===== src/tdr_pkg.sv =====
// Shared types and codes for the transmit descriptor ring.
// No dependencies; imported by the control, status memory and top modules.
`default_nettype none

package tdr_pkg;

    localparam int DEFAULT_SLOTS = 16;

    localparam int KIND_W  = 2;
    localparam int SLOT_W  = 4;
    localparam int COUNT_W = 4;

    typedef logic [KIND_W-1:0] kind_t;

    localparam kind_t KIND_RESERVE  = 2'd0;
    localparam kind_t KIND_FINALIZE = 2'd1;
    localparam kind_t KIND_START    = 2'd2;
    localparam kind_t KIND_POP      = 2'd3;

    typedef logic [1:0] status_t;

    localparam status_t ST_ALLOCATED    = 2'd0;
    localparam status_t ST_COMPLETE     = 2'd1;
    localparam status_t ST_TRANSMITTING = 2'd2;

    // Strobes and write data from the control unit to the status memory.
    typedef struct packed {
        logic    wr_en;
        logic    rd_en;
        status_t wr_data;
    } mem_ctl_t;

endpackage

`default_nettype wire


===== src/tdr_status_mem.sv =====
// Slot status memory: one write port, one read port, registered read data.
// Depends on tdr_pkg.
`default_nettype none

module tdr_status_mem
    import tdr_pkg::*;
#(
    parameter int SLOTS = DEFAULT_SLOTS,
    parameter int PTR_W = $clog2(SLOTS)
)
(
    input  wire logic             clk,
    input  wire mem_ctl_t         ctl,
    input  wire logic [PTR_W-1:0] wr_addr,
    input  wire logic [PTR_W-1:0] rd_addr,
    output      status_t          rd_data
);

    status_t status_mem [SLOTS];
    status_t rd_data_reg;

    always_ff @(posedge clk)
    begin
        if (ctl.wr_en)
        begin
            status_mem[wr_addr] <= ctl.wr_data;
        end
        if (ctl.rd_en)
        begin
            rd_data_reg <= status_mem[rd_addr];
        end
    end

    assign rd_data = rd_data_reg;

endmodule

`default_nettype wire


===== src/tdr_ctrl.sv =====
// Ring control: head/tail pointers, cached head status, request decode and
// the result register. Drives tdr_status_mem. Depends on tdr_pkg.
`default_nettype none

module tdr_ctrl
    import tdr_pkg::*;
#(
    parameter int SLOTS = DEFAULT_SLOTS,
    parameter int PTR_W = $clog2(SLOTS)
)
(
    input  wire logic               clk,
    input  wire logic               rst_n,
    input  wire logic               in_valid,
    output      logic               in_ready,
    input  wire kind_t              kind,
    input  wire logic [SLOT_W-1:0]  slot_in,
    output      logic               out_valid,
    input  wire logic               out_ready,
    output      logic               ok,
    output      logic [SLOT_W-1:0]  slot_out,
    output      logic               pending,
    output      logic [COUNT_W-1:0] count,
    output      mem_ctl_t           mem_ctl,
    output      logic [PTR_W-1:0]   mem_wr_addr,
    output      logic [PTR_W-1:0]   mem_rd_addr,
    input  wire status_t            mem_rd_data
);

    localparam int CNT_W = PTR_W + 1;
    localparam logic [PTR_W-1:0] LAST_SLOT = PTR_W'(SLOTS - 1);

    localparam logic S_IDLE     = 1'b0;
    localparam logic S_POP_WAIT = 1'b1;

    function automatic logic [PTR_W-1:0] ptr_inc(input logic [PTR_W-1:0] p);
        return (p == LAST_SLOT) ? '0 : p + 1'b1;
    endfunction

    function automatic logic [COUNT_W-1:0] ring_count(input logic [PTR_W-1:0] h,
                                                      input logic [PTR_W-1:0] t);
        logic [CNT_W-1:0] d;
        d = {1'b0, t} - {1'b0, h};
        if (t < h)
        begin
            d = d + CNT_W'(SLOTS);
        end
        return COUNT_W'(d);
    endfunction

    logic             state_reg,  state_next;
    logic [PTR_W-1:0] head_reg,   head_next;
    logic [PTR_W-1:0] tail_reg,   tail_next;
    status_t          hstat_reg,  hstat_next;   // status of the slot at head
    logic             out_valid_reg, out_valid_next;

    logic               ok_reg;
    logic [SLOT_W-1:0]  slot_out_reg;
    logic               pending_reg;
    logic [COUNT_W-1:0] count_reg;

    logic             accept;
    logic             res_load;
    logic             res_ok;
    logic [PTR_W-1:0] res_slot;
    logic [PTR_W-1:0] fin_idx;
    logic             fin_in_range;
    logic             not_empty;

    assign in_ready     = (state_reg == S_IDLE) && (!out_valid_reg || out_ready);
    assign accept       = in_valid && in_ready;
    assign fin_idx      = PTR_W'(slot_in);
    assign fin_in_range = {28'd0, slot_in} < 32'(SLOTS);
    assign not_empty    = (head_reg != tail_reg);

    always_comb
    begin
        state_next          = state_reg;
        head_next           = head_reg;
        tail_next           = tail_reg;
        hstat_next          = hstat_reg;
        res_load            = 1'b0;
        res_ok              = 1'b0;
        res_slot            = '0;
        mem_ctl.wr_en       = 1'b0;
        mem_ctl.rd_en       = 1'b0;
        mem_ctl.wr_data     = ST_ALLOCATED;
        mem_wr_addr         = tail_reg;
        mem_rd_addr         = ptr_inc(head_reg);

        unique case (state_reg)
            S_IDLE:
            begin
                if (accept)
                begin
                    res_load = 1'b1;
                    unique case (kind)
                        KIND_RESERVE:
                        begin
                            if (ptr_inc(tail_reg) != head_reg)
                            begin
                                mem_ctl.wr_en   = 1'b1;
                                mem_ctl.wr_data = ST_ALLOCATED;
                                mem_wr_addr     = tail_reg;
                                if (tail_reg == head_reg)
                                begin
                                    hstat_next = ST_ALLOCATED;
                                end
                                tail_next = ptr_inc(tail_reg);
                                res_ok    = 1'b1;
                                res_slot  = tail_reg;
                            end
                        end
                        KIND_FINALIZE:
                        begin
                            if (fin_in_range)
                            begin
                                mem_ctl.wr_en   = 1'b1;
                                mem_ctl.wr_data = ST_COMPLETE;
                                mem_wr_addr     = fin_idx;
                                if (fin_idx == head_reg)
                                begin
                                    hstat_next = ST_COMPLETE;
                                end
                                res_ok = 1'b1;
                            end
                        end
                        KIND_START:
                        begin
                            if (not_empty && hstat_reg == ST_COMPLETE)
                            begin
                                mem_ctl.wr_en   = 1'b1;
                                mem_ctl.wr_data = ST_TRANSMITTING;
                                mem_wr_addr     = head_reg;
                                hstat_next      = ST_TRANSMITTING;
                                res_ok          = 1'b1;
                                res_slot        = head_reg;
                            end
                        end
                        KIND_POP:
                        begin
                            if (not_empty && hstat_reg != ST_ALLOCATED)
                            begin
                                // new head status comes back from memory next cycle
                                mem_ctl.rd_en = 1'b1;
                                mem_rd_addr   = ptr_inc(head_reg);
                                head_next     = ptr_inc(head_reg);
                                res_load      = 1'b0;
                                state_next    = S_POP_WAIT;
                            end
                        end
                        default:
                        begin
                            res_load = 1'b1;
                        end
                    endcase
                end
            end
            S_POP_WAIT:
            begin
                hstat_next = mem_rd_data;
                res_load   = 1'b1;
                res_ok     = 1'b1;
                state_next = S_IDLE;
            end
            default:
            begin
                state_next = S_IDLE;
            end
        endcase

        if (res_load)
        begin
            out_valid_next = 1'b1;
        end
        else if (out_ready)
        begin
            out_valid_next = 1'b0;
        end
        else
        begin
            out_valid_next = out_valid_reg;
        end
    end

    always_ff @(posedge clk or negedge rst_n)
    begin
        if (!rst_n)
        begin
            state_reg     <= S_IDLE;
            head_reg      <= '0;
            tail_reg      <= '0;
            hstat_reg     <= ST_ALLOCATED;
            out_valid_reg <= 1'b0;
        end
        else
        begin
            state_reg     <= state_next;
            head_reg      <= head_next;
            tail_reg      <= tail_next;
            hstat_reg     <= hstat_next;
            out_valid_reg <= out_valid_next;
        end
    end

    // result payload, computed from the state after the request
    always_ff @(posedge clk)
    begin
        if (res_load)
        begin
            ok_reg       <= res_ok;
            slot_out_reg <= SLOT_W'(res_slot);
            pending_reg  <= (head_next != tail_next) && (hstat_next == ST_COMPLETE);
            count_reg    <= ring_count(head_next, tail_next);
        end
    end

    assign out_valid = out_valid_reg;
    assign ok        = ok_reg;
    assign slot_out  = slot_out_reg;
    assign pending   = pending_reg;
    assign count     = count_reg;

endmodule

`default_nettype wire


===== src/tx_descriptor_ring_top.sv =====
// Transmit descriptor ring, top level.
// Requests arrive on the in_valid/in_ready channel (kind, slot_in); every
// request yields exactly one result on out_valid/out_ready
// (ok, slot_out, pending, count).
// Kinds: reserve takes the tail slot, finalize marks slot_in complete,
// start marks a complete head slot transmitting, pop advances the head.
// The ring holds at most SLOTS-1 entries; one slot always stays empty.
// Reserve, finalize and start give their result in the cycle after the
// request is taken. A pop that succeeds reads the new head slot's status
// from the status memory's read data register before it loads the result.
// One request is in work at a time: the rate is one request per cycle while
// results are taken, and a successful pop holds off the next request.
// The result sits in an output register; the next request is taken in the
// same cycle the pending result is taken. While the receiver stalls, the
// result is held and in_ready stays low.
// Reset empties the ring (head = tail = 0); slot status memory is not
// cleared and needs no clearing pass.
// Depends on tdr_pkg, tdr_ctrl and tdr_status_mem.
`default_nettype none

module tx_descriptor_ring_top
    import tdr_pkg::*;
#(
    parameter int SLOTS = DEFAULT_SLOTS
)
(
    input  wire logic               clk,
    input  wire logic               rst_n,
    input  wire logic               in_valid,
    output      logic               in_ready,
    input  wire logic [KIND_W-1:0]  kind,
    input  wire logic [SLOT_W-1:0]  slot_in,
    output      logic               out_valid,
    input  wire logic               out_ready,
    output      logic               ok,
    output      logic [SLOT_W-1:0]  slot_out,
    output      logic               pending,
    output      logic [COUNT_W-1:0] count
);

    localparam int PTR_W = $clog2(SLOTS);

    mem_ctl_t         mem_ctl;
    logic [PTR_W-1:0] mem_wr_addr;
    logic [PTR_W-1:0] mem_rd_addr;
    status_t          mem_rd_data;

    tdr_ctrl #(
        .SLOTS (SLOTS),
        .PTR_W (PTR_W)
    ) u_ctrl (
        .clk         (clk),
        .rst_n       (rst_n),
        .in_valid    (in_valid),
        .in_ready    (in_ready),
        .kind        (kind_t'(kind)),
        .slot_in     (slot_in),
        .out_valid   (out_valid),
        .out_ready   (out_ready),
        .ok          (ok),
        .slot_out    (slot_out),
        .pending     (pending),
        .count       (count),
        .mem_ctl     (mem_ctl),
        .mem_wr_addr (mem_wr_addr),
        .mem_rd_addr (mem_rd_addr),
        .mem_rd_data (mem_rd_data)
    );

    tdr_status_mem #(
        .SLOTS (SLOTS),
        .PTR_W (PTR_W)
    ) u_status_mem (
        .clk     (clk),
        .ctl     (mem_ctl),
        .wr_addr (mem_wr_addr),
        .rd_addr (mem_rd_addr),
        .rd_data (mem_rd_data)
    );

endmodule

`default_nettype wire


===== config.mk =====
export PLATFORM = sky130hd
export DESIGN_NAME = tx_descriptor_ring_top
export DESIGN_NICKNAME = d
export VERILOG_FILES = /design/src/tdr_pkg.sv /design/src/tdr_status_mem.sv /design/src/tdr_ctrl.sv /design/src/tx_descriptor_ring_top.sv
export SDC_FILE = /design/constraint.sdc
export NUM_CORES = 1
export LEC_CHECK = 0
export BUFFER_PORTS_ARGS = -buffer_cell sky130_fd_sc_hd__buf_2
export CORE_UTILIZATION = 40
export DETAILED_ROUTE_END_ITERATION = 10
export GPL_TIMING_DRIVEN = 0
export PLACE_DENSITY = 0.6
export SLEW_MARGIN = 20
export SYNTH_ARGS = -nofsm -noshare
export SYNTH_HDL_FRONTEND = slang
export SYNTH_SLANG_ARGS = --single-unit

===== constraint.sdc =====
create_clock -name clk -period 3.2 [get_ports clk]
set_input_delay 0.64 -clock clk [delete_from_list [all_inputs] [get_ports clk]]
set_output_delay 0.64 -clock clk [all_outputs]
set_load 0.01 [all_outputs]

Word level (Yosys, flattened, before mapping)
Memory sizes are Yosys's and may differ from the RTL's. A register that Yosys moved wholly into a read port is not among the register bits.
Cells that the tools add are included.
{"block": "totals", "wordCells": 86, "mem_count": 1, "ramBits": 32, "latch_bits": 0, "regBits": 22, "output_inout_bits": 12, "inputBits": 10, "rom_bits": 0}
{"block": "classes", "shift": 0, "n_div": 0, "eq_ne": 12, "muxes": 46, "magnitude_cmp": 1, "reduce_logical": 11, "add_sub_neg": 4, "bitwise": 2, "n_mul": 0}
{"name": "u_status_mem.status_mem", "depth": 16, "word_bits": 2, "read_ports": 1, "rd_clocked_by_memory_dff": 1, "wr": 1, "line_no": "tdr_status_mem.sv:19", "text": "status_t status_mem [SLOTS];"}
{"op": "4-bit two-way mux", "count": 18}
{"op": "4-bit one-hot mux with 2 select lines", "count": 2}
{"op": "1-bit two-way mux", "count": 13}
{"op": "4-bit by 1-bit adder with 4-bit output, second input constant", "count": 3}
{"op": "2-bit two-way mux", "count": 6}
{"op": "4-bit != test", "count": 3}
{"op": "4-bit == test", "count": 2}
{"op": "4-bit == test, second input constant", "count": 2}
{"op": "2-bit one-hot mux with 2 select lines", "count": 2}
{"op": "2-bit by 1-bit == test with 1-bit output, second input constant", "count": 3}
{"op": "1-bit one-hot mux with 2 select lines", "count": 3}
{"op": "2-bit one-hot mux with 3 select lines", "count": 1}
{"op": "1-bit logical AND", "count": 5}
{"op": "2-bit == test, second input constant", "count": 2}
{"op": "4-bit less-than comparator", "count": 1}
{"op": "2-bit nonzero test", "count": 2}
{"op": "4-bit subtractor", "count": 1}
{"op": "1-bit one-hot mux with 3 select lines", "count": 1}
{"op": "2-bit logical NOT", "count": 1}
{"op": "1-bit NOT", "count": 2}
{"op": "2-bit OR reduction", "count": 1}
{"op": "1-bit logical NOT", "count": 1}
{"op": "1-bit logical OR", "count": 1}

Longest topological paths before layout
{"block": "logic_depth", "depth_word": 10, "depth_mapped": 12, "mapped_depth_nobuf": 12}

Modules after synthesis
Synthesis repeated with hierarchy kept, for this count alone.
{"block": "unflattened", "cells_unflattened": 245, "area_unflattened_um2": 3084.2}
{"module": "tdr_ctrl", "seq_area_each_um2": 600.6, "instances": 1, "area_each_um2": 1684.1, "cells_each": 167}
{"module": "tdr_status_mem", "seq_area_each_um2": 1021.0, "instances": 1, "area_each_um2": 1400.1, "cells_each": 78}

Worst setup path after synthesis
Ideal clock, no wire load.
{"block": "synth_path", "kind": "reg2reg", "startpoint": "register u_ctrl.tail_reg[0]", "endpoint": "register u_ctrl.count_reg[3] (netlist: u_ctrl.count[3]) (data pin)", "path_buffers": 0, "t_required_ps": 2941, "path_stages_with_launch": 12, "arrival_time_ps": 2781, "path_slack_ps": 159, "period_less_slack_ps": 3041, "setup_ps": 259, "path_cell_list": "dfrtp_1 ha_1 xor2_1 a221o_1 nor3_1 a21oi_2 nand2_1 mux2_1 ha_1 a21o_1 a21oi_1 xnor2_1"}
{"block": "synth_via", "elab_chain_cells": 10, "word_cells_on_any_way": 18, "classes_between": "3 x add/sub; 1 x order compare; 3 x eq/ne; 10 x mux; 1 x reduce/logical"}
{"item": "from (decl)", "line_no": "tdr_ctrl.sv:53", "text": "logic [PTR_W-1:0] tail_reg, tail_next;"}
{"item": "from (signal assigned)", "line_no": "tdr_ctrl.sv:200", "text": "tail_reg <= tail_next;"}
{"item": "4-bit by 1-bit adder with 4-bit output / 4-bit == test (equally long branches)", "line_no": "tdr_ctrl.sv:37", "text": "return (p == LAST_SLOT) ? '0 : p + 1'b1;"}
{"item": "4-bit two-way mux *", "line_no": "tdr_ctrl.sv:37"}
{"item": "4-bit != test", "line_no": "tdr_ctrl.sv:100", "text": "if (ptr_inc(tail_reg) != head_reg)"}
{"item": "4-bit two-way mux *", "line_no": "tdr_ctrl.sv:100"}
{"item": "4-bit two-way mux *", "line_no": "tdr_ctrl.sv:97", "text": "unique case (kind)"}
{"item": "4-bit two-way mux *", "line_no": "tdr_ctrl.sv:94", "text": "if (accept)"}
{"item": "4-bit two-way mux *", "line_no": "tdr_ctrl.sv:91", "text": "unique case (state_reg)"}
{"item": "via u_ctrl.tail_next[1]", "line_no": "tdr_ctrl.sv:53"}
{"item": "4-bit subtractor", "line_no": "tdr_ctrl.sv:43", "text": "d = {1'b0, t} - {1'b0, h};"}
{"item": "4-bit by 1-bit adder with 4-bit output", "line_no": "tdr_ctrl.sv:46", "text": "d = d + CNT_W'(SLOTS);"}
{"item": "4-bit two-way mux *", "line_no": "tdr_ctrl.sv:44", "text": "if (t < h)"}
{"item": "to (signal assigned)", "line_no": "tdr_ctrl.sv:214", "text": "count_reg <= ring_count(head_next, tail_next);"}
{"item": "to (decl)", "line_no": "tdr_ctrl.sv:60", "text": "logic [COUNT_W-1:0] count_reg;"}
Mark *: on every way through the listed nets, which the timed path passes. The rest lies on a longest branch.
A chain may end at the register's enable or synchronous reset.

Worst setup path after layout
Ends and elaborated chain as after synthesis.

==> metrics.yaml <==
ys_seq_elements: 56
setup-violations-final: 0
edff_count_synth: 44
n_antenna_cell: 0
io_buf_count: 21
ys_async_sr_fraction: 0.214
top_register: "u_status_mem.status_mem"
top_level_ports: 22
whs_ns: 0.197
drtPass1Iterations: 5
setup.worst_path.end_class: "flop"
floorplan_die_area_um2: 8760
routedWlPerCell_um: 17.8
vias: 2324
run_status: "completed"
gr-usage-all-layers: 0.183
vias_per_cell: 5.64
largest_register_ff_count: 32
cp_slowest_stage_delay_ns: 0.47
floorplan.die.width_um: 93.6
place.detailed.hpwl_um: 5360
period_share: 0.945
bufs_on_longest_clock_path: 2
crit_fanout: 7
required_time_at_the_worst_slack_endpoint_ns: 3.28
fin_nets: 328
routabilityCongestion: 0.849
timing.final.hold_violations: 0
design_area_um2: 3780
drtIter0Drc: 133
ctsHtreeMaxLevel: 2
die_h_um: 93.6
antenna_violations_before_repair: 0
grt_remaining_overflow: 0
ys_dominant_reg_cell: "sky130_fd_sc_hd__edfxtp_1"
first_global_vias: 2381
slew_violations: 0
cp.arrival_ns: 3.10
postRouteWirelength_um: 7350
synth.distinct_cells: 72
clock_tree_from_tritoncts: "built"
power.density_nw_per_um2: 723
worstPathBufferInverterCount: 0
cts-buffers-inserted: 5
post-route-drc-count: 0
skew_ns: 0.0117
grt_first_pass_wirelength_um: 12200
ir_drop_v: 0.000274
placementRows: 33
critical-path-slowest-cell: "sky130_fd_sc_hd__dfrtp_2"
min-delay-path-class: "in -> async"
initial_core_util: 0.410
cap_violations: 0
drt.antenna.violating_nets: 0
crit_family: "compound AO/OA/AOI/OAI gates"
max_clock_freq_mhz: 331
crit_path_start_kind: "flop"
fillerInstances: 777
tritoncts_num_sinks: 56
timing.max_slew.rel_slack: 0.530
syn_area_per_cell_um2: 12.4
tightestPinTransition_ns: 0.702
path_cells: "ha_4, xor2_1, a221o_1, nor3_2, a21oi_2, nand2_2, mux2_2, ha_1, a21o_1, a21oi_1, xnor2_1"
count_of_mapped_cells_out_of_synthesis: 271
worstSetupPathType: "reg -> reg"
drive_gt1_frac: 0.287
synth_warnings: 0
placeableCoreArea_um2: 8180
period_needed_ns: 3.02
cts_root_buffer: "sky130_fd_sc_hd__clkbuf_8"
hold_buffers: 0
power.leakage_nw: 1.41
worst_skew_pair.late_latency_ns: 0.31
post_dp_cell_area_um2: 3600
synth_nets: 293
synth_sequential_area_ratio: 0.483
setup_repair_after_global_routing_missed_its_margin: "false"
area_growth_syn_to_layout_pct: 12.8
maximum_number_of_pins_on_one_net_before_global_route_repair: 20
clkTransAtPathRegs_ns: 0.11
synth.cell_area_um2: 3350
[cell usage after synthesis, drive strengths merged, types with 2 or more instances]
| master | number | area share |
|---|---|---|
| o211ai | 4 | 0.013 |
| a31o | 4 | 0.010 |
| mux2 | 5 | 0.018 |
| o22ai | 2 | 0.0037 |
| nor4b | 5 | 0.017 |
| o21ai | 12 | 0.018 |
| xor2 | 13 | 0.034 |
| a21oi | 6 | 0.010 |
| mux4 | 8 | 0.054 |
| o2111ai | 3 | 0.0078 |
| a21o | 3 | 0.0067 |
| o21a | 2 | 0.0045 |
| nor3 | 5 | 0.0090 |
| nand2b | 8 | 0.017 |
| a31oi | 6 | 0.016 |
| nor2b | 6 | 0.011 |
| or2 | 2 | 0.0037 |
| a211oi | 3 | 0.0082 |
| and3 | 3 | 0.0060 |
| a22o | 2 | 0.0052 |
| nor4 | 3 | 0.012 |
| buf | 6 | 0.013 |
| edfxtp | 44 | 0.39 |
| mux2i | 3 | 0.0090 |
| nand3 | 4 | 0.0060 |
| a22oi | 5 | 0.013 |
| ha | 11 | 0.041 |
| nor2 | 26 | 0.029 |
| a2111oi | 2 | 0.013 |
| inv | 13 | 0.015 |
| a2bb2oi | 2 | 0.0090 |
| dfrtp | 12 | 0.090 |
| clkbuf | 6 | 0.0071 |
| xnor2 | 4 | 0.013 |
| nand2 | 12 | 0.013 |
[per-stage QoR]
stage / cells / utilization / worst slack (ns) / TNS, ns / total power, mW
after floorplan: 271 / - / 0.159 / 0 / 1.93
after global placement: 397 / 0.439 / -0.108 / -0.592 / 2.23
after detailed placement: 398 / 0.441 / -0.0998 / -0.0998 / 2.24
after CTS: 406 / 0.455 / 0.0265 / 0 / 2.67
after global routing: 412 / 0.463 / 0.00571 / 0 / 2.93
final: 412 / 0.463 / 0.176 / 0 / 2.73
[final timing paths]
path                                          startpoint                             to  slack, ns  cells after the start
max in group asynchronous                          rst_n   u_ctrl.tail_reg[0]$_DFF_PN0_       2.75                      1
max                         u_ctrl.tail_reg[0]$_DFF_PN0_      u_ctrl.count[3]$_DFFE_PP_       0.18                     11
min                                                rst_n   u_ctrl.tail_reg[1]$_DFF_PN0_       0.20                      1
min reg2reg                u_ctrl.hstat_reg[1]$_DFF_PN0_  u_ctrl.hstat_reg[1]$_DFF_PN0_       0.62                      1
min in group clk           u_ctrl.hstat_reg[1]$_DFF_PN0_  u_ctrl.hstat_reg[1]$_DFF_PN0_       0.62                      1
max reg2reg                 u_ctrl.tail_reg[0]$_DFF_PN0_      u_ctrl.count[3]$_DFFE_PP_       0.18                     11
[timing repair]
item | in CTS | in global routing
buffers inserted | 1 | 6
endpoints found under the setup margin | 1 | 1
gates resized for setup | 5 | 4
pin swaps | 1 | 2
[metal layers]
layer  GRT usage  part of all wire  routed length (um)
met5           0                 0                   0
met4      0.0667             0.020                 146
met3      0.0374             0.043                 315
met2       0.316              0.50                3660
met1       0.227              0.44                3220
[power breakdown]
part | switching, mW | internal (mW)
sequential | 0.0826 | 0.928
combinational | 0.758 | 0.562
clock | 0.244 | 0.160
[area by class of cell]
cell class / instances / area [um^2] / share of cell area
Clock buffer: 5 / 68.8 / 0.0182
Clock inverter: 3 / 26.3 / 0.00695
Inverter: 13 / 48.8 / 0.0129
Buffer: 11 / 66.3 / 0.0175
Multi-Input combinational cell: 190 / 1650 / 0.437
Sequential cell: 56 / 1620 / 0.429
Tap cell: 105 / 131 / 0.0347
Timing Repair Buffer: 29 / 165 / 0.0437
[layout by cell type, fill, tap and decap left out, drive strengths merged, types with 4 or more instances in the layout]
| cell | netlist | layout |
|---|---|---|
| nand2 | 12 | 12 |
| mux4 | 8 | 8 |
| clkbuf | 6 | 10 |
| a21oi | 6 | 6 |
| buf | 6 | 35 |
| xnor2 | 4 | 4 |
| nand2b | 8 | 8 |
| xor2 | 13 | 13 |
| a31oi | 6 | 6 |
| inv | 13 | 14 |
| edfxtp | 44 | 44 |
| nor2b | 6 | 6 |
| nor4b | 5 | 5 |
| dfrtp | 12 | 12 |
| nor3 | 5 | 5 |
| ha | 11 | 11 |
| nand3 | 4 | 4 |
| a22oi | 5 | 5 |
| a31o | 4 | 4 |
| nor2 | 26 | 26 |
| o211ai | 4 | 4 |
| mux2 | 5 | 5 |
| o21ai | 12 | 12 |
[kinds of logic after synthesis]
| kind of cell | synth area share |
|---|---|
| DFF | 0.483 |
| adders and majority gates | 0.0470 |
| xor gates and xnor gates | 0.0466 |
| AOI/OAI and AO/OA | 0.171 |
| and+or+nand+nor | 0.137 |
| muxes | 0.0806 |
| buffers and inverters | 0.0351 |
(Power assumes the default switching activity.)
